$ cat config.mk
export PLATFORM = sky130hd
export DESIGN_NAME = keyed_expiry_timer_table
export DESIGN_NICKNAME = d
export VERILOG_FILES = /design/src/design/ket_pkg.sv /design/src/design/ket_store.sv /design/src/design/ket_alu.sv /design/src/design/ket_emit.sv /design/src/design/keyed_expiry_timer_table.sv
export SDC_FILE = /design/constraint.sdc
export NUM_CORES = 1
export LEC_CHECK = 0
export BUFFER_PORTS_ARGS = -buffer_cell sky130_fd_sc_hd__buf_4
export CORE_MARGIN = 2
export CORE_UTILIZATION = 60
export DETAILED_ROUTE_END_ITERATION = 8
export PLACE_DENSITY = 0.87
export SYNTH_ARGS = -nofsm -noshare
export SYNTH_HDL_FRONTEND = slang
export SYNTH_SLANG_ARGS = --single-unit
$ cat constraint.sdc
create_clock -name clock -period 21.5 [get_ports clock]
set_input_delay 6.45 -clock clock [delete_from_list [all_inputs] [get_ports clock]]
set_output_delay 6.45 -clock clock [all_outputs]
set_load 0.02 [all_outputs]
$ cat src/design/ket_pkg.sv
// ----------------------------------------------------------------------------
// ket_pkg
// Types and codes shared by the keyed expiry timer table.
// ----------------------------------------------------------------------------
package ket_pkg;

   localparam int KeyW  = 16;
   localparam int TimeW = 32;
   localparam int MagW  = 32;
   localparam int FuncW = 3;
   localparam int ResW  = 3;

   typedef enum logic [FuncW-1:0] {
      FUNC_APPLY  = 3'd0,
      FUNC_REMOVE = 3'd1,
      FUNC_CLEAR  = 3'd2,
      FUNC_TICK   = 3'd3,
      FUNC_QUERY  = 3'd4
   } func_type;

   typedef enum logic [ResW-1:0] {
      RES_APPLIED = 3'd0,
      RES_REMOVED = 3'd1,
      RES_PRESENT = 3'd2,
      RES_ABSENT  = 3'd3,
      RES_FULL    = 3'd4
   } res_type;

   typedef enum logic [2:0] {
      ST_IDLE,
      ST_SEARCH,
      ST_TICK,
      ST_CLEAR,
      ST_COMPACT,
      ST_APPEND,
      ST_FLUSH
   } state_type;

   typedef struct packed {
      res_type              res;
      logic [KeyW-1:0]      key;
      logic [TimeW-1:0]     dur;
      logic [MagW-1:0]      mag;
   } ket_evt_type;

   typedef struct packed {
      logic        push;
      logic        flush;
      ket_evt_type evt;
   } ket_emit_ctl_type;

   typedef struct packed {
      logic push_ok;
      logic hold_empty;
   } ket_emit_sts_type;

endpackage

$ cat src/design/ket_store.sv
// ----------------------------------------------------------------------------
// ket_store
// Entry memory: one write port, one read port with registered read data.
// ----------------------------------------------------------------------------
module ket_store import ket_pkg::*; #(
   parameter int DEPTH = 16,
   parameter int KEY_W = 16
) (
   input  logic                     clock,
   input  logic                     wr_en,
   input  logic [$clog2(DEPTH)-1:0] wr_addr,
   input  logic [KEY_W-1:0]         wr_key,
   input  logic [TimeW-1:0]         wr_time,
   input  logic [MagW-1:0]          wr_mag,
   input  logic [$clog2(DEPTH)-1:0] rd_addr,
   output logic [KEY_W-1:0]         rd_key,
   output logic [TimeW-1:0]         rd_time,
   output logic [MagW-1:0]          rd_mag
);

   logic [KEY_W-1:0] key_mem [DEPTH];
   logic [TimeW-1:0] time_mem [DEPTH];
   logic [MagW-1:0]  mag_mem [DEPTH];

   always_ff @(posedge clock) begin
      if (wr_en) begin
         key_mem[wr_addr]  <= wr_key;
         time_mem[wr_addr] <= wr_time;
         mag_mem[wr_addr]  <= wr_mag;
      end
   end

   always_ff @(posedge clock) begin
      rd_key  <= key_mem[rd_addr];
      rd_time <= time_mem[rd_addr];
      rd_mag  <= mag_mem[rd_addr];
   end

endmodule

$ cat src/design/ket_alu.sv
// ----------------------------------------------------------------------------
// ket_alu
// Shared key compare and time subtract/expiry test for the entry scans.
// ----------------------------------------------------------------------------
module ket_alu import ket_pkg::*; #(
   parameter int KEY_W = 16
) (
   input  logic [KEY_W-1:0] ent_key,
   input  logic [TimeW-1:0] ent_time,
   input  logic [KEY_W-1:0] key,
   input  logic [TimeW-1:0] step,
   output logic             key_eq,
   output logic             expire,
   output logic [TimeW-1:0] time_left
);

   logic [TimeW:0] diff;

   assign diff      = {1'b0, ent_time} - {1'b0, step};
   assign key_eq    = (ent_key == key);
   // borrow or exact zero: time <= step
   assign expire    = diff[TimeW] | (diff[TimeW-1:0] == '0);
   assign time_left = diff[TimeW-1:0];

endmodule

$ cat src/design/ket_emit.sv
// ----------------------------------------------------------------------------
// ket_emit
// Result staging: a hold slot that tags the final result, then the output
// register towards the response channel.
// ----------------------------------------------------------------------------
module ket_emit import ket_pkg::*; (
   input  logic              clock,
   input  logic              reset,
   input  ket_emit_ctl_type  ctl,
   output ket_emit_sts_type  sts,
   output logic              rsp_valid,
   input  logic              rsp_stall,
   output logic [ResW-1:0]   rsp_event_res,
   output logic [KeyW-1:0]   rsp_event_key,
   output logic [TimeW-1:0]  rsp_event_duration,
   output logic [MagW-1:0]   rsp_event_magnitude,
   output logic              rsp_last
);

   logic        hold_vld_ff, hold_vld_in;
   ket_evt_type hold_ff, hold_in;
   logic        out_vld_ff, out_vld_in;
   ket_evt_type out_ff, out_in;
   logic        last_ff, last_in;
   logic        out_free;
   logic        move;

   assign out_free = !out_vld_ff || !rsp_stall;
   assign move     = hold_vld_ff && out_free && (ctl.push || ctl.flush);

   always_comb begin
      hold_vld_in = hold_vld_ff;
      hold_in     = hold_ff;
      out_vld_in  = out_vld_ff && rsp_stall;
      out_in      = out_ff;
      last_in     = last_ff;
      if (move) begin
         out_vld_in = 1'b1;
         out_in     = hold_ff;
         last_in    = ctl.flush;
         hold_vld_in = 1'b0;
      end
      if (ctl.push && (!hold_vld_ff || out_free)) begin
         hold_vld_in = 1'b1;
         hold_in     = ctl.evt;
      end
   end

   always_ff @(posedge clock) begin
      if (reset) begin
         hold_vld_ff <= 1'b0;
         out_vld_ff  <= 1'b0;
      end else begin
         hold_vld_ff <= hold_vld_in;
         out_vld_ff  <= out_vld_in;
      end
   end

   always_ff @(posedge clock) begin
      hold_ff <= hold_in;
      out_ff  <= out_in;
      last_ff <= last_in;
   end

   assign sts.push_ok    = !hold_vld_ff || out_free;
   assign sts.hold_empty = !hold_vld_ff;

   assign rsp_valid           = out_vld_ff;
   assign rsp_event_res       = out_ff.res;
   assign rsp_event_key       = out_ff.key;
   assign rsp_event_duration  = out_ff.dur;
   assign rsp_event_magnitude = out_ff.mag;
   assign rsp_last            = last_ff;

endmodule

$ cat src/design/keyed_expiry_timer_table.sv
// ----------------------------------------------------------------------------
// keyed_expiry_timer_table
// Ordered table of timed, keyed entries with apply, remove, clear, tick and
// query operations, sequenced over an entry memory with one write and one read port.
// ----------------------------------------------------------------------------
// One request is handled at a time; req_stall stays high until its last
// result has been staged. Every scan reads one entry per cycle from the entry
// memory's single read port, except while the response side holds it off. A
// result may wait in the output register while the next request is taken.
// Memory contents need no clearing after reset; of the table, only the entry
// count is reset.
module keyed_expiry_timer_table import ket_pkg::*; #(
   parameter int TABLE_DEPTH = 16,
   parameter int KEY_BITS    = 16
) (
   input  logic              clock,
   input  logic              reset,
   input  logic              csr_wr_en,
   input  logic              csr_wr_data,
   input  logic              req_valid,
   output logic              req_stall,
   input  logic [FuncW-1:0]  req_func,
   input  logic [KeyW-1:0]   req_key,
   input  logic [TimeW-1:0]  req_duration,
   input  logic [MagW-1:0]   req_magnitude,
   input  logic [TimeW-1:0]  req_step_time,
   output logic              rsp_valid,
   input  logic              rsp_stall,
   output logic [ResW-1:0]   rsp_event_res,
   output logic [KeyW-1:0]   rsp_event_key,
   output logic [TimeW-1:0]  rsp_event_duration,
   output logic [MagW-1:0]   rsp_event_magnitude,
   output logic              rsp_last
);

   localparam int IW  = $clog2(TABLE_DEPTH);
   localparam int CW  = $clog2(TABLE_DEPTH + 1);
   localparam int SkW = (KEY_BITS < KeyW) ? KEY_BITS : KeyW;

   state_type        state_ff, state_in;
   logic             authority_ff;
   logic [CW-1:0]    cnt_ff, cnt_in;
   func_type         func_ff, func_in;
   logic [SkW-1:0]   key_ff, key_in;
   logic [TimeW-1:0] dur_ff, dur_in;
   logic [MagW-1:0]  mag_ff, mag_in;
   logic [TimeW-1:0] step_ff, step_in;
   logic             rd_vld_ff, rd_vld_in;
   logic [IW-1:0]    rd_idx_ff, rd_idx_in;
   logic [CW-1:0]    iss_ff, iss_in;
   logic [CW-1:0]    wp_ff, wp_in;

   logic             wr_en;
   logic [IW-1:0]    wr_addr;
   logic [SkW-1:0]   wr_key;
   logic [TimeW-1:0] wr_time;
   logic [MagW-1:0]  wr_mag;
   logic [IW-1:0]    rd_addr;
   logic [SkW-1:0]   rd_key;
   logic [TimeW-1:0] rd_time;
   logic [MagW-1:0]  rd_mag;

   logic             alu_key_eq;
   logic             alu_expire;
   logic [TimeW-1:0] alu_left;

   ket_emit_ctl_type emit_ctl;
   ket_emit_sts_type emit_sts;

   logic             accept;
   logic             srch_done;
   logic             srch_hit;
   logic             keep;

   assign req_stall = (state_ff != ST_IDLE);
   assign accept    = req_valid && !req_stall;

   always_comb begin
      state_in  = state_ff;
      cnt_in    = cnt_ff;
      func_in   = func_ff;
      key_in    = key_ff;
      dur_in    = dur_ff;
      mag_in    = mag_ff;
      step_in   = step_ff;
      rd_vld_in = rd_vld_ff;
      rd_idx_in = rd_idx_ff;
      iss_in    = iss_ff;
      wp_in     = wp_ff;
      rd_addr   = rd_idx_ff;
      wr_en     = 1'b0;
      wr_addr   = wp_ff[IW-1:0];
      wr_key    = rd_key;
      wr_time   = rd_time;
      wr_mag    = rd_mag;
      srch_done = 1'b0;
      srch_hit  = 1'b0;
      keep      = 1'b0;
      emit_ctl.push      = 1'b0;
      emit_ctl.flush     = 1'b0;
      emit_ctl.evt.res   = RES_REMOVED;
      emit_ctl.evt.key   = KeyW'(rd_key);
      emit_ctl.evt.dur   = '0;
      emit_ctl.evt.mag   = '0;

      case (state_ff)
         ST_IDLE: begin
            if (req_valid) begin
               func_in   = func_type'(req_func);
               key_in    = req_key[SkW-1:0];
               dur_in    = req_duration;
               mag_in    = req_magnitude;
               step_in   = req_step_time;
               rd_vld_in = (cnt_ff != '0);
               rd_idx_in = IW'(cnt_ff - CW'(1));
               rd_addr   = IW'(cnt_ff - CW'(1));
               case (func_type'(req_func))
                  FUNC_QUERY: state_in = ST_SEARCH;
                  FUNC_APPLY,
                  FUNC_REMOVE: state_in = authority_ff ? ST_SEARCH : ST_FLUSH;
                  FUNC_TICK:   state_in = authority_ff ? ST_TICK : ST_FLUSH;
                  FUNC_CLEAR: begin
                     rd_idx_in = '0;
                     rd_addr   = '0;
                     state_in  = authority_ff ? ST_CLEAR : ST_FLUSH;
                  end
                  default: state_in = ST_FLUSH;
               endcase
            end
         end

         ST_SEARCH: begin
            if (!rd_vld_ff) begin
               srch_done = 1'b1;
            end else if (alu_key_eq) begin
               srch_done = 1'b1;
               srch_hit  = 1'b1;
            end else if (rd_idx_ff == '0) begin
               srch_done = 1'b1;
            end else begin
               rd_addr   = rd_idx_ff - IW'(1);
               rd_idx_in = rd_idx_ff - IW'(1);
            end
            if (srch_done) begin
               rd_vld_in        = 1'b0;
               emit_ctl.evt.key = KeyW'(key_ff);
               iss_in           = CW'(rd_idx_ff) + CW'(1);
               wp_in            = CW'(rd_idx_ff);
               case (func_ff)
                  FUNC_QUERY: begin
                     emit_ctl.push    = 1'b1;
                     emit_ctl.evt.res = srch_hit ? RES_PRESENT : RES_ABSENT;
                     state_in         = ST_FLUSH;
                  end
                  FUNC_REMOVE: begin
                     emit_ctl.push    = srch_hit;
                     emit_ctl.evt.res = RES_REMOVED;
                     state_in         = srch_hit ? ST_COMPACT : ST_FLUSH;
                  end
                  FUNC_APPLY: begin
                     if (srch_hit) begin
                        state_in = ST_COMPACT;
                     end else if (cnt_ff == CW'(TABLE_DEPTH)) begin
                        emit_ctl.push    = 1'b1;
                        emit_ctl.evt.res = RES_FULL;
                        state_in         = ST_FLUSH;
                     end else begin
                        state_in = ST_APPEND;
                     end
                  end
                  default: state_in = ST_FLUSH;
               endcase
            end
         end

         ST_TICK: begin
            if (!rd_vld_ff) begin
               iss_in   = '0;
               wp_in    = '0;
               state_in = ST_COMPACT;
            end else if (alu_expire && !emit_sts.push_ok) begin
               rd_addr = rd_idx_ff;
            end else begin
               emit_ctl.push = alu_expire;
               if (rd_idx_ff == '0) begin
                  rd_vld_in = 1'b0;
                  iss_in    = '0;
                  wp_in     = '0;
                  state_in  = ST_COMPACT;
               end else begin
                  rd_addr   = rd_idx_ff - IW'(1);
                  rd_idx_in = rd_idx_ff - IW'(1);
               end
            end
         end

         ST_CLEAR: begin
            if (!rd_vld_ff) begin
               cnt_in   = '0;
               state_in = ST_FLUSH;
            end else if (emit_sts.push_ok) begin
               emit_ctl.push = 1'b1;
               if (CW'(rd_idx_ff) + CW'(1) == cnt_ff) begin
                  cnt_in    = '0;
                  rd_vld_in = 1'b0;
                  state_in  = ST_FLUSH;
               end else begin
                  rd_addr   = rd_idx_ff + IW'(1);
                  rd_idx_in = rd_idx_ff + IW'(1);
               end
            end
         end

         ST_COMPACT: begin
            if (rd_vld_ff) begin
               keep = (func_ff != FUNC_TICK) || !alu_expire;
               if (keep) begin
                  wr_en   = 1'b1;
                  wr_time = (func_ff == FUNC_TICK) ? alu_left : rd_time;
                  wp_in   = wp_ff + CW'(1);
               end
            end
            if (iss_ff < cnt_ff) begin
               rd_addr   = iss_ff[IW-1:0];
               rd_idx_in = iss_ff[IW-1:0];
               rd_vld_in = 1'b1;
               iss_in    = iss_ff + CW'(1);
            end else begin
               rd_vld_in = 1'b0;
               if (!rd_vld_ff) begin
                  cnt_in   = wp_ff;
                  state_in = (func_ff == FUNC_APPLY) ? ST_APPEND : ST_FLUSH;
               end
            end
         end

         ST_APPEND: begin
            wr_en            = 1'b1;
            wr_addr          = cnt_ff[IW-1:0];
            wr_key           = key_ff;
            wr_time          = dur_ff;
            wr_mag           = mag_ff;
            cnt_in           = cnt_ff + CW'(1);
            emit_ctl.push    = 1'b1;
            emit_ctl.evt.res = RES_APPLIED;
            emit_ctl.evt.key = KeyW'(key_ff);
            emit_ctl.evt.dur = dur_ff;
            emit_ctl.evt.mag = mag_ff;
            state_in         = ST_FLUSH;
         end

         ST_FLUSH: begin
            emit_ctl.flush = !emit_sts.hold_empty;
            if (emit_sts.hold_empty) begin
               state_in = ST_IDLE;
            end
         end

         default: state_in = ST_IDLE;
      endcase
   end

   always_ff @(posedge clock) begin
      if (reset) begin
         state_ff     <= ST_IDLE;
         authority_ff <= 1'b1;
         cnt_ff       <= '0;
         rd_vld_ff    <= 1'b0;
      end else begin
         state_ff  <= state_in;
         cnt_ff    <= cnt_in;
         rd_vld_ff <= rd_vld_in;
         if (csr_wr_en) begin
            authority_ff <= csr_wr_data;
         end
      end
   end

   always_ff @(posedge clock) begin
      func_ff   <= func_in;
      key_ff    <= key_in;
      dur_ff    <= dur_in;
      mag_ff    <= mag_in;
      step_ff   <= step_in;
      rd_idx_ff <= rd_idx_in;
      iss_ff    <= iss_in;
      wp_ff     <= wp_in;
   end

   ket_store #(
      .DEPTH (TABLE_DEPTH),
      .KEY_W (SkW)
   ) u_store (
      .clock   (clock),
      .wr_en   (wr_en),
      .wr_addr (wr_addr),
      .wr_key  (wr_key),
      .wr_time (wr_time),
      .wr_mag  (wr_mag),
      .rd_addr (rd_addr),
      .rd_key  (rd_key),
      .rd_time (rd_time),
      .rd_mag  (rd_mag)
   );

   ket_alu #(
      .KEY_W (SkW)
   ) u_alu (
      .ent_key   (rd_key),
      .ent_time  (rd_time),
      .key       (key_ff),
      .step      (step_ff),
      .key_eq    (alu_key_eq),
      .expire    (alu_expire),
      .time_left (alu_left)
   );

   ket_emit u_emit (
      .clock               (clock),
      .reset               (reset),
      .ctl                 (emit_ctl),
      .sts                 (emit_sts),
      .rsp_valid           (rsp_valid),
      .rsp_stall           (rsp_stall),
      .rsp_event_res       (rsp_event_res),
      .rsp_event_key       (rsp_event_key),
      .rsp_event_duration  (rsp_event_duration),
      .rsp_event_magnitude (rsp_event_magnitude),
      .rsp_last            (rsp_last)
   );

   a_cnt_bound : assert property (@(posedge clock) disable iff (reset)
      cnt_ff <= CW'(TABLE_DEPTH))
      else $error("entry count above table depth");

   a_busy_after_accept : assert property (@(posedge clock) disable iff (reset)
      accept |=> req_stall)
      else $error("request channel not stalled after a transfer");

   a_compact_order : assert property (@(posedge clock) disable iff (reset)
      (state_ff == ST_COMPACT && rd_vld_ff) |-> (wp_ff <= CW'(rd_idx_ff)))
      else $error("compaction write pointer ahead of read index");

   a_idle_hold_empty : assert property (@(posedge clock) disable iff (reset)
      (state_ff == ST_IDLE) |-> emit_sts.hold_empty)
      else $error("result left in hold slot while idle");

endmodule

# Yosys cells after proc, flatten, opt, wreduce, memory -nomap -nowiden
# Memory sizes are Yosys's and may differ from the RTL's. A register that Yosys moved wholly into a read port is not among the register bits.
# Index checks and enable logic that the tools add are counted.
[word_totals] latch_bits=0 out_inout_bits=86 ramBits=768 in_bits=121 rom_bits=0 word_cells=192 mem_count=2 reg_bits=308
[mem_list] memory="u_store.time_mem" words=16 word_bits=32 read_ports=1 rd_ports_with_merged_regs=1 write_ports=1 line_no="ket_store.sv:22" text="logic [TimeW-1:0] time_mem [DEPTH];"
[mem_list] memory="u_store.key_mem" words=16 word_bits=16 read_ports=1 rd_ports_with_merged_regs=1 write_ports=1 line_no="ket_store.sv:21" text="logic [KEY_W-1:0] key_mem [DEPTH];"
[op_classes] n_eq_ne=29 reduce_logical=32 muxes=96 n_shift=0 n_bitwise=1 n_lt_le_gt_ge=1 n_addsub=8 mul=0 div_mod_pow=0
[op_table] op="$mux W32" n=3
[op_table] op="$mux W5" n=13
[op_table] op="$pmux W32 S2" n=1
[op_table] op="$mux W3" n=17
[op_table] op="$mux W4" n=12
[op_table] op="$pmux W5 S3" n=3
[op_table] op="$pmux W19 S2" n=1
[op_table] op="$sub A32 B32 Y33" n=1
[op_table] op="$logic_not A32 Y1" n=1
[op_table] op="$mux W1" n=32
[op_table] op="$pmux W3 S7" n=1
[op_table] op="$pmux W4 S5" n=1
[op_table] op="$mux W19" n=1
[op_table] op="$eq A16 B16 Y1" n=1
[op_table] op="$mux W16" n=1
[op_table] op="$add A5 B1 Y5 const B" n=3
[op_table] op="$eq A3 B2 Y1 const B" n=5
[op_table] op="$eq A3 B3 Y1 const B" n=5
[op_table] op="$ne A2 B2 Y1 const B" n=7
[op_table] op="$ne A3 B3 Y1 const B" n=4
[op_table] op="$pmux W3 S2" n=2
[op_table] op="$pmux W3 S4" n=1
[op_table] op="$reduce_and A5 Y1" n=2
[op_table] op="$reduce_bool A5 Y1" n=2
[op_table] op="other kinds (27)" n=47

# Logic depth before layout (Yosys ltp)
# Gate-level depths: netlist (run 1).
[logic_depth] depth_word=12 mapped_depth=20 depth_no_buf=17

# Hierarchy
# From an unflattened synthesis (run 1), not the netlist that was laid out.
[hier_totals] cells_unflattened=3363 hier_area_um2=64788.4
[modules_own_cells] mod="ket_store" cells_per_inst=2054 n_inst=1 area_each_um2=49422.4
[modules_own_cells] mod="keyed_expiry_timer_table" cells_per_inst=735 n_inst=1 area_each_um2=7561.0
[modules_own_cells] mod="ket_emit" cells_per_inst=179 n_inst=1 area_each_um2=5111.2
[modules_own_cells] mod="ket_alu" cells_per_inst=395 n_inst=1 area_each_um2=2693.8

# Worst setup path before layout (run 1)
# Ideal clock, no wire load.
[synth_path] kind="input to register" start="input rsp_stall" end="register u_emit.hold_ff[0] (netlist name) (enable)" t_required_ps=20948 slack_ps=9840 setup_time_ps=552 path_stages=4 arrival_ps=11108 cell_sequence="and3_1 > nor2_1 > o311ai_0 > a21oi_1"
[synth_via] elab_chain_len=9 word_cells_on_any_way=11 cone_classes="mux (5); reduce/logical (6)"
[synth_rtl] element="start: declaration" line_no="keyed_expiry_timer_table.sv:28" text="input logic rsp_stall,"
[synth_rtl] element="$logic_not A1 Y1 *" line_no="ket_emit.sv:28" text="assign out_free = !out_vld_ff || !rsp_stall;"
[synth_rtl] element="$logic_or A1 B1 Y1 *" line_no="ket_emit.sv:28"
[synth_rtl] element="$logic_or A1 B1 Y1 *" line_no="ket_emit.sv:43, ket_emit.sv:65"
[synth_rtl] element="$logic_not A1 Y1" line_no="keyed_expiry_timer_table.sv:181" text="end else if (alu_expire && !emit_sts.push_ok) begin"
[synth_rtl] element="$logic_and A1 B1 Y1" line_no="keyed_expiry_timer_table.sv:181"
[synth_rtl] element="$mux W1" line_no="keyed_expiry_timer_table.sv:181"
[synth_rtl] element="$mux W1" line_no="keyed_expiry_timer_table.sv:177" text="if (!rd_vld_ff) begin"
[synth_rtl] element="$pmux W1 S4" line_no="keyed_expiry_timer_table.sv:106" text="case (state_ff)"
[synth_rtl] element="$logic_and A1 B1 Y1 *" line_no="ket_emit.sv:43" text="if (ctl.push && (!hold_vld_ff || out_free)) begin"
[synth_rtl] element="end signal: assignment" line_no="ket_emit.sv:60" text="hold_ff <= hold_in;"
[synth_rtl] element="end: declaration" line_no="ket_emit.sv:21" text="ket_evt_type hold_ff, hold_in;"
# Every way passes the cells marked *; elsewhere a longest branch is shown, timed or not.
# A chain may end at the register's enable or synchronous reset.

# Worst setup path after layout (run 1)
[layout_path] start="input req_valid" end="register u_store.rd_key[2], read port of u_store.key_mem"
[layout_via] elab_chain_len=2
[layout_rtl] element="start: declaration" line_no="keyed_expiry_timer_table.sv:20" text="input logic req_valid,"
[layout_rtl] element="$mux W4"
[layout_rtl] element="$pmux W4 S5" line_no="keyed_expiry_timer_table.sv:106"
[layout_rtl] element="end: declaration" line_no="ket_store.sv:16" text="output logic [KEY_W-1:0] rd_key,"
# No other way between the ends.

==> flow_summary_export.csv, run 1 <==
group,metric,value,unit
synthesis,ys_seq_area_frac,0.719,
die,pin_count,207,
synthesis,ys_ff_latch,1124,
power,ir_worst_vdd,0.226,mV
outcome,status,"complete, no violations",
grt,grt_pass1_wl,172,mm
synthesis,yosys_warnings,0,
sta,rsz0062_at_grt,"false",
critical_path,cp.required,22.04,ns
clocking,numCtsBuffers,101,
drt,dr.pass1.iters,6,
die,die_area,0.0790,mm^2
synthesis,synth_edf_count,1060,
synthesis,synth_cell_type_count,81,
sta,tightestPinTransition,1.46,ns
clocking,clockBufferDepth,3,
clocking,cts_max_level,3,
sta,max_freq,88.6,MHz
sta,slew_viol_final,0,
drt,viasPerCell,6.62,
synthesis,synth_area_leaders,"edfxtp_1, mux2_2, o211ai_1",
clocking,ctsHoldBuffers,0,
clocking,clk_latency,0.66,ns
drt,dr.first_iter.drc_count,4013,
drt,wl_met3,13.1,mm
drt,wl_met1,42.2,mm
grt,grt.overflow.total,0,
sta,timing.slew.headroom,0.0240,
drt,wl_met2,56.7,mm
synthesis,async_reset_ff_frac,0,
clocking,cts_resized,0,
sta,skew,0.0265,ns
grt,grt_max_degree,203,
die,rows,101,
die,initial_core_util,0.607,
finish,drive_gt1_frac,0.212,
power,power.density,160,mW/mm^2
sta,setup_tns,0,ns
clocking,path_clk_slew,0.07,ns
placement,dp_hpwl,66.8,mm
critical_path,worstSetupPathType,"input pin to register",
flow_run,drv_cap,0,
finish,diodes,0,
critical_path,path_common_cell,"buf_4",
synthesis,syn_inst,3012,
clocking,post-cts-setup-buffers,0,
die,core,0.0759,mm^2
critical_path,path_max_fanout,85,
power,power.total,8.33,mW
min_path,min_path_type,"register to register",
critical_path,arrival,11.82,ns
drt,routed_wl,117,mm
synthesis,synth_top_area_share,0.691,
drt,via_count,28600,
clocking,cts_tree,"yes",
drt,dr.max_layer_used,"met4",
placement,io_buffer_count,206,
critical_path,cp-end-kind,"register",
synthesis,synth_top_area_cell,"edfxtp_1",
grt,antenna_found_initial,0,
die,die_w,281,um
clocking,clock-root-buffer,"clkbuf_16",
synthesis,syn_area_per_cell,15.3,um^2
placement,globalplace.congestion,0.964,
sta,min_period,11.29,ns
clocking,cts_num_sinks,1124,
drt,drc,0,
synthesis,synth.cell_area,0.0461,mm^2
drt,detail-route-antenna-nets,0,
synthesis,synthFlopType,"edfxtp_1",
finish,area_growth,13.1,%
power,leakage,17.6,nW
critical_path,crit_slowest_cell,"buf_4",
critical_path,worstPathCellList,"buf_4 > and2_4 > nand2_1 > o221ai_1 > a221oi_1 > o221a_2 > o31ai_4 > buf_4 > o21a_4 > buf_4 > buf_4 > mux2_2 > o22ai_1 > nor4_1",
grt,grt_pass1_vias,28400,
drt,wl_per_cell,27.1,um
grt,grt_use_total,0.292,
critical_path,cp-start-kind,"input pin",
synthesis,synth_nets,3178,
sta,finalSetupViolCount,0,
finish,nets,3367,
critical_path,cpPeakStageDelay,0.84,ns
sta,finalHoldViolCount,0,
die,die_y,281,um
sta,finalCritPeriodShare,0.525,
-- state kept, by name, summed over array words and instances (netlist names), 5 cells and up --
name,flops
key_ff,16
mag_ff,32
u_store.rd_time,32
u_store.key_mem,256
step_ff,32
dur_ff,32
u_emit.rsp_event_duration,32
cnt_ff,5
iss_ff,5
wp_ff,5
u_emit.rsp_event_key,16
u_emit.rsp_event_magnitude,32
u_emit.hold_ff,83
u_store.rd_key,16
u_store.time_mem,512
-- synthesized netlist by cell type (6+ instances only) --
cell type	n
a21o_1	15
ha_1	44
a211oi_1	9
inv_1	146
buf_4	7
o21ai_0	43
xnor2_1	35
nand4_1	21
nor4_1	55
buf_6	13
and3_1	74
edfxtp_1	1060
nor3b_1	6
and2_1	16
nand2b_1	8
a31oi_1	9
dfxtp_1	64
a221o_1	15
clkbuf_1	115
o21a_1	10
a221oi_1	7
nand3_1	20
or3_1	10
and4_1	6
o311ai_0	6
a211o_1	7
mux2i_1	9
a21oi_1	126
buf_2	37
o31ai_1	6
xor2_1	12
nor2b_1	11
nand2_1	125
mux2_2	230
nor3_1	31
nor2_1	77
o22ai_1	171
mux2_1	75
o211ai_1	208
-- cells by family after synthesis --
kind of cell,after synthesis,synth area share
AND/OR/NAND/NOR,477,0.0536
multiplexers,314,0.0765
buffers and inverters,327,0.0304
XOR/XNOR,47,0.00894
adder cells (fa/ha/maj),45,0.0124
flip-flops,1124,0.719
AO/OA/AOI/OAI,678,0.0994
-- layer usage --
metal | global-route usage | vias up
li1 | - | 12200
met1 | 0.376 | 14000
met2 | 0.481 | 1960
met3 | 0.0530 | 342
met4 | 0.142 | 0
met5 | 0 | -
-- critical path: cells and delay by family --
family | cells | cell delay (ns)
mux | 1 | 0.30
buf+inv | 4 | 2.24
simple gates | 3 | 1.23
compound gates | 6 | 1.38
-- per-stage QoR --
stage	hold WS (ns)	instances	util	setup slack [ns]	cell area (um^2)
after global routing	0.420	4316	0.686	9.94	52100
final	0.405	4316	0.686	10.21	52100
after global placement	0.400	4127	0.641	9.89	48700
after detailed placement	0.405	4127	0.641	9.66	48700
after floorplan	0.400	3012	-	9.84	46100
after CTS	0.409	4315	0.686	10.34	52100
-- path summary, 6_finish.rpt --
| kind | depth (start not counted) | start | to | slack [ns] |
|---|---|---|---|---|
| worst max-delay path | 14 | req_valid | u_store.rd_key[2] | 10.21 |
| worst min-delay path | 0 | u_emit.hold_ff[6] | u_emit.rsp_event_magnitude[6] | 0.41 |
| worst max register to register | 19 | u_store.rd_time[0] | u_store.rd_key[2] | 13.52 |
| worst min register to register | 0 | u_emit.hold_ff[6] | u_emit.rsp_event_magnitude[6] | 0.41 |
-- power by group --
part	switching, mW	leakage (nW)	total, mW	internal (mW)
clock network	0.777	1.66	1.81	1.03
logic	2.25	5.94	3.43	1.18
registers	0.161	10.0	3.09	2.93
total	3.19	17.6	8.33	5.14
-- placed cells by master (no fill, tap or decap), types with 43 or more instances in the layout --
cell       synthesis  routed
a21oi_1          126     125
and3_1            74      74
buf_4              7     262
clkbuf_16          0     103
dfxtp_1           64      63
edfxtp_1        1060    1060
ha_1              44      44
inv_1            146     146
mux2_1            75      75
mux2_2           230     230
nand2_1          125     125
nor2_1            77      59
nor4_1            55      54
o211ai_1         208     208
o21ai_0           43      43
o22ai_1          171     170
-- layout make-up --
cell class | instances | area, um^2
multi-input combinational | 1561 | 11800
sequential | 1124 | 33100
inverter | 149 | 559
clock inverter | 52 | 505
clock buffer | 136 | 2860
timing repair buffer | 264 | 2000
fill | 4539 | 23900
tap | 1030 | 1290
No activity file was read; power rests on OpenSTA's default activity.
==> run 2: changes to the inputs <==
==> constraint.sdc (replaced) <==
create_clock -name clock -period 10.8 [get_ports clock]
set_input_delay 3.24 -clock clock [delete_from_list [all_inputs] [get_ports clock]]
set_output_delay 3.24 -clock clock [all_outputs]
set_load 0.02 [all_outputs]
==> run 2 against run 1 <==
Compared with the run above:
- the flow now finishes with violations (max-capacitance violations)
- sequential cell count unchanged
- global-route usage is 0.20 points higher
- design area up 0.28%
- die area did not move
- highest routed layer unchanged
- clock power up 100%
- critical path depth grew 4
- first-iteration DRC count shrank 3.3%
- largest cell class unchanged
- sequential power up 99%
- count of clock-buffer cells in the layout down 1
- final cell count is 0.23% higher
- clock skew is 0.0081 ns higher
==> flow_summary_export.csv, run 2 (same netlist as run 1, synthesis figures left out) <==
group,metric,value,unit
sta,finalCritPeriodShare,0.695,
clocking,cts_max_level,3,
power,pwr-share-comb,0.412,
critical_path,worstSetupPathType,"register to register",
die,initial_core_util,0.607,
clocking,cts_num_sinks,1124,
drt,viasPerCell,6.60,
die,die_w,281,um
min_path,min_path_type,"register to register",
finish,drive_gt1_frac,0.211,
clocking,clock-root-buffer,"clkbuf_16",
clocking,post-cts-setup-buffers,0,
critical_path,path_common_cell,"buf_4",
outcome,status,"complete, but fails checks",
sta,finalHoldViolCount,0,
finish,diodes,0,
die,core,0.0759,mm^2
drt,via_count,28500,
die,pin_count,207,
power,pwr-share-seq,0.367,
grt,antenna_found_initial,0,
sta,finalSetupViolCount,0,
critical_path,cp-end-kind,"register",
die,die_area,0.0790,mm^2
finish,nets,3372,
clocking,numCtsBuffers,104,
power,ir_worst_vdd,0.448,mV
sta,slew_viol_final,0,
placement,dp_hpwl,66.6,mm
placement,placedInstanceArea,0.0488,mm^2
drt,dr.first_iter.drc_count,3881,
die,rows,101,
critical_path,path_max_fanout,72,
grt,grt_use_total,0.294,
sta,min_period,7.50,ns
clocking,cts_resized,0,
critical_path,cpPeakStageDelay,0.84,ns
sta,skew,0.0346,ns
finish,area_growth,13.4,%
placement,io_buffer_count,206,
drt,dr.pass1.iters,7,
clocking,cts_tree,"yes",
placement,globalplace.congestion,0.977,
power,clkPwrFrac,0.221,
power,power.internal,10.3,mW
drt,drc,0,
clocking,clockBufferDepth,3,
power,power.density,321,mW/mm^2
grt,grt.overflow.total,0,
finish,final_cell_area,0.0522,mm^2
critical_path,r2r_slack,3.30,ns
grt,grt_pass1_vias,28200,
finish,reg_top3,"u_store.time_mem x512, u_store.key_mem x256, u_emit.hold_ff x83",
flow_run,drv_cap,1,
sta,max_freq,133,MHz
power,leakage,17.7,nW
critical_path,cp-start-kind,"register",
drt,routed_wl,118,mm
clocking,path_clk_slew,0.06,ns
sta,setup_tns,0,ns
power,p_sw_frac,0.387,
grt,grt_max_degree,116,
critical_path,arrival,8.08,ns
finish,top_register,"u_store.time_mem",
outcome,violations,"max-capacitance violations",
sta,timing.slew.headroom,0.0138,
power,switchingPower,6.48,mW
finish,final_cell_mix,"edfxtp_1, buf_4, mux2_2, o211ai_1, o22ai_1",
clocking,ctsHoldBuffers,0,
critical_path,crit_slowest_cell,"buf_4",
grt,grt_pass1_wl,172,mm
finish,final_common_cell,"edfxtp_1",
drt,detail-route-antenna-nets,0,
drt,wl_per_cell,27.2,um
sta,tightestPinTransition,1.48,ns
sta,rsz0062_at_grt,"false",
finish,largest_reg_flops,512,
clocking,clk_latency,0.69,ns
die,die_y,281,um
critical_path,cp.required,11.38,ns
critical_path,worstPathCellList,"inv_1 > ha_1 > fa_1 > nand2b_1 > a21o_1 > a21oi_1 > o21ba_2 > xor2_1 > a2111oi_1 > nand4b_1 > or4_4 > a221oi_4 > buf_4 > o21a_4 > buf_4 > mux2_2 > o22ai_1 > nor4_1",
==> run 2: cell types whose count changed in the layout (fill, tap and decap cells not counted), moves of 4 or more <==
| cell | previous run | this run |
|---|---|---|
| clkinv_4 | 2 | 8 |
| clkbuf_8 | 16 | 6 |
| clkinv_1 | 11 | 15 |
| clkbuf_1 | 17 | 24 |
| clkinv_2 | 23 | 14 |
==> run 2: power by group through the flow <==
stage	clock network, mW	logic [mW]	registers (mW)
2_1_floorplan	0	4.84	6.07
3_3_place_gp	0	6.40	6.20
3_5_place_dp	0	6.62	6.22
4_1_cts	3.73	6.72	6.13
5_1_grt	3.90	7.28	6.18
6_report	3.71	6.91	6.16
==> run 2: per-stage QoR <==
stage / utilization / cells / power [mW] / hold WS, ns / setup WS, ns
3_5_place_dp: 0.642 / 4130 / 12.8 / 0.405 / 2.78
5_1_grt: 0.688 / 4326 / 17.4 / 0.422 / 3.15
4_1_cts: 0.688 / 4326 / 16.6 / 0.418 / 3.50
2_1_floorplan: - / 3012 / 10.9 / 0.400 / 2.35
6_report: 0.688 / 4326 / 16.8 / 0.417 / 3.30
3_3_place_gp: 0.642 / 4130 / 12.6 / 0.401 / 2.99
==> run 2: path summary, 6_finish.rpt <==
check	end	cells after the start	from
setup / recovery	u_store.rd_key[8]	18	u_store.rd_time[0]
hold / removal	u_emit.rsp_event_duration[25]	0	u_emit.hold_ff[57]
setup reg to reg	u_store.rd_key[8]	18	u_store.rd_time[0]
hold reg to reg	u_emit.rsp_event_duration[25]	0	u_emit.hold_ff[57]
==> run 2: critical path: cells and delay by family (launching register included) <==
| family | cells | cell delay, ns |
|---|---|---|
| AOI/OAI and AO/OA | 7 | 2.94 |
| xor gates and xnor gates | 1 | 0.10 |
| adders and majority gates | 2 | 0.60 |
| buffers and inverters | 3 | 1.39 |
| DFF | 1 | 0.44 |
| muxes | 1 | 0.30 |
| and+or+nand+nor | 4 | 1.47 |
==> run 2: routing by layer <==
metal | GRT usage | vias to the layer above | routed length [um]
met4 | 0.133 | 0 | 4980
met2 | 0.488 | 1948 | 56700
li1 | - | 12200 | -
met5 | 0 | - | 0
met1 | 0.377 | 14000 | 42400
met3 | 0.0566 | 342 | 13400
==> run 2: cell type report <==
type	count	area, um^2
Clock buffer	135	2800
Clock inverter	61	689
Fill cell	4589	23700
Inverter	149	559
Multi-Input combinational cell	1561	11800
Sequential cell	1124	33100
Tap cell	1030	1290
Timing Repair Buffer	266	2020
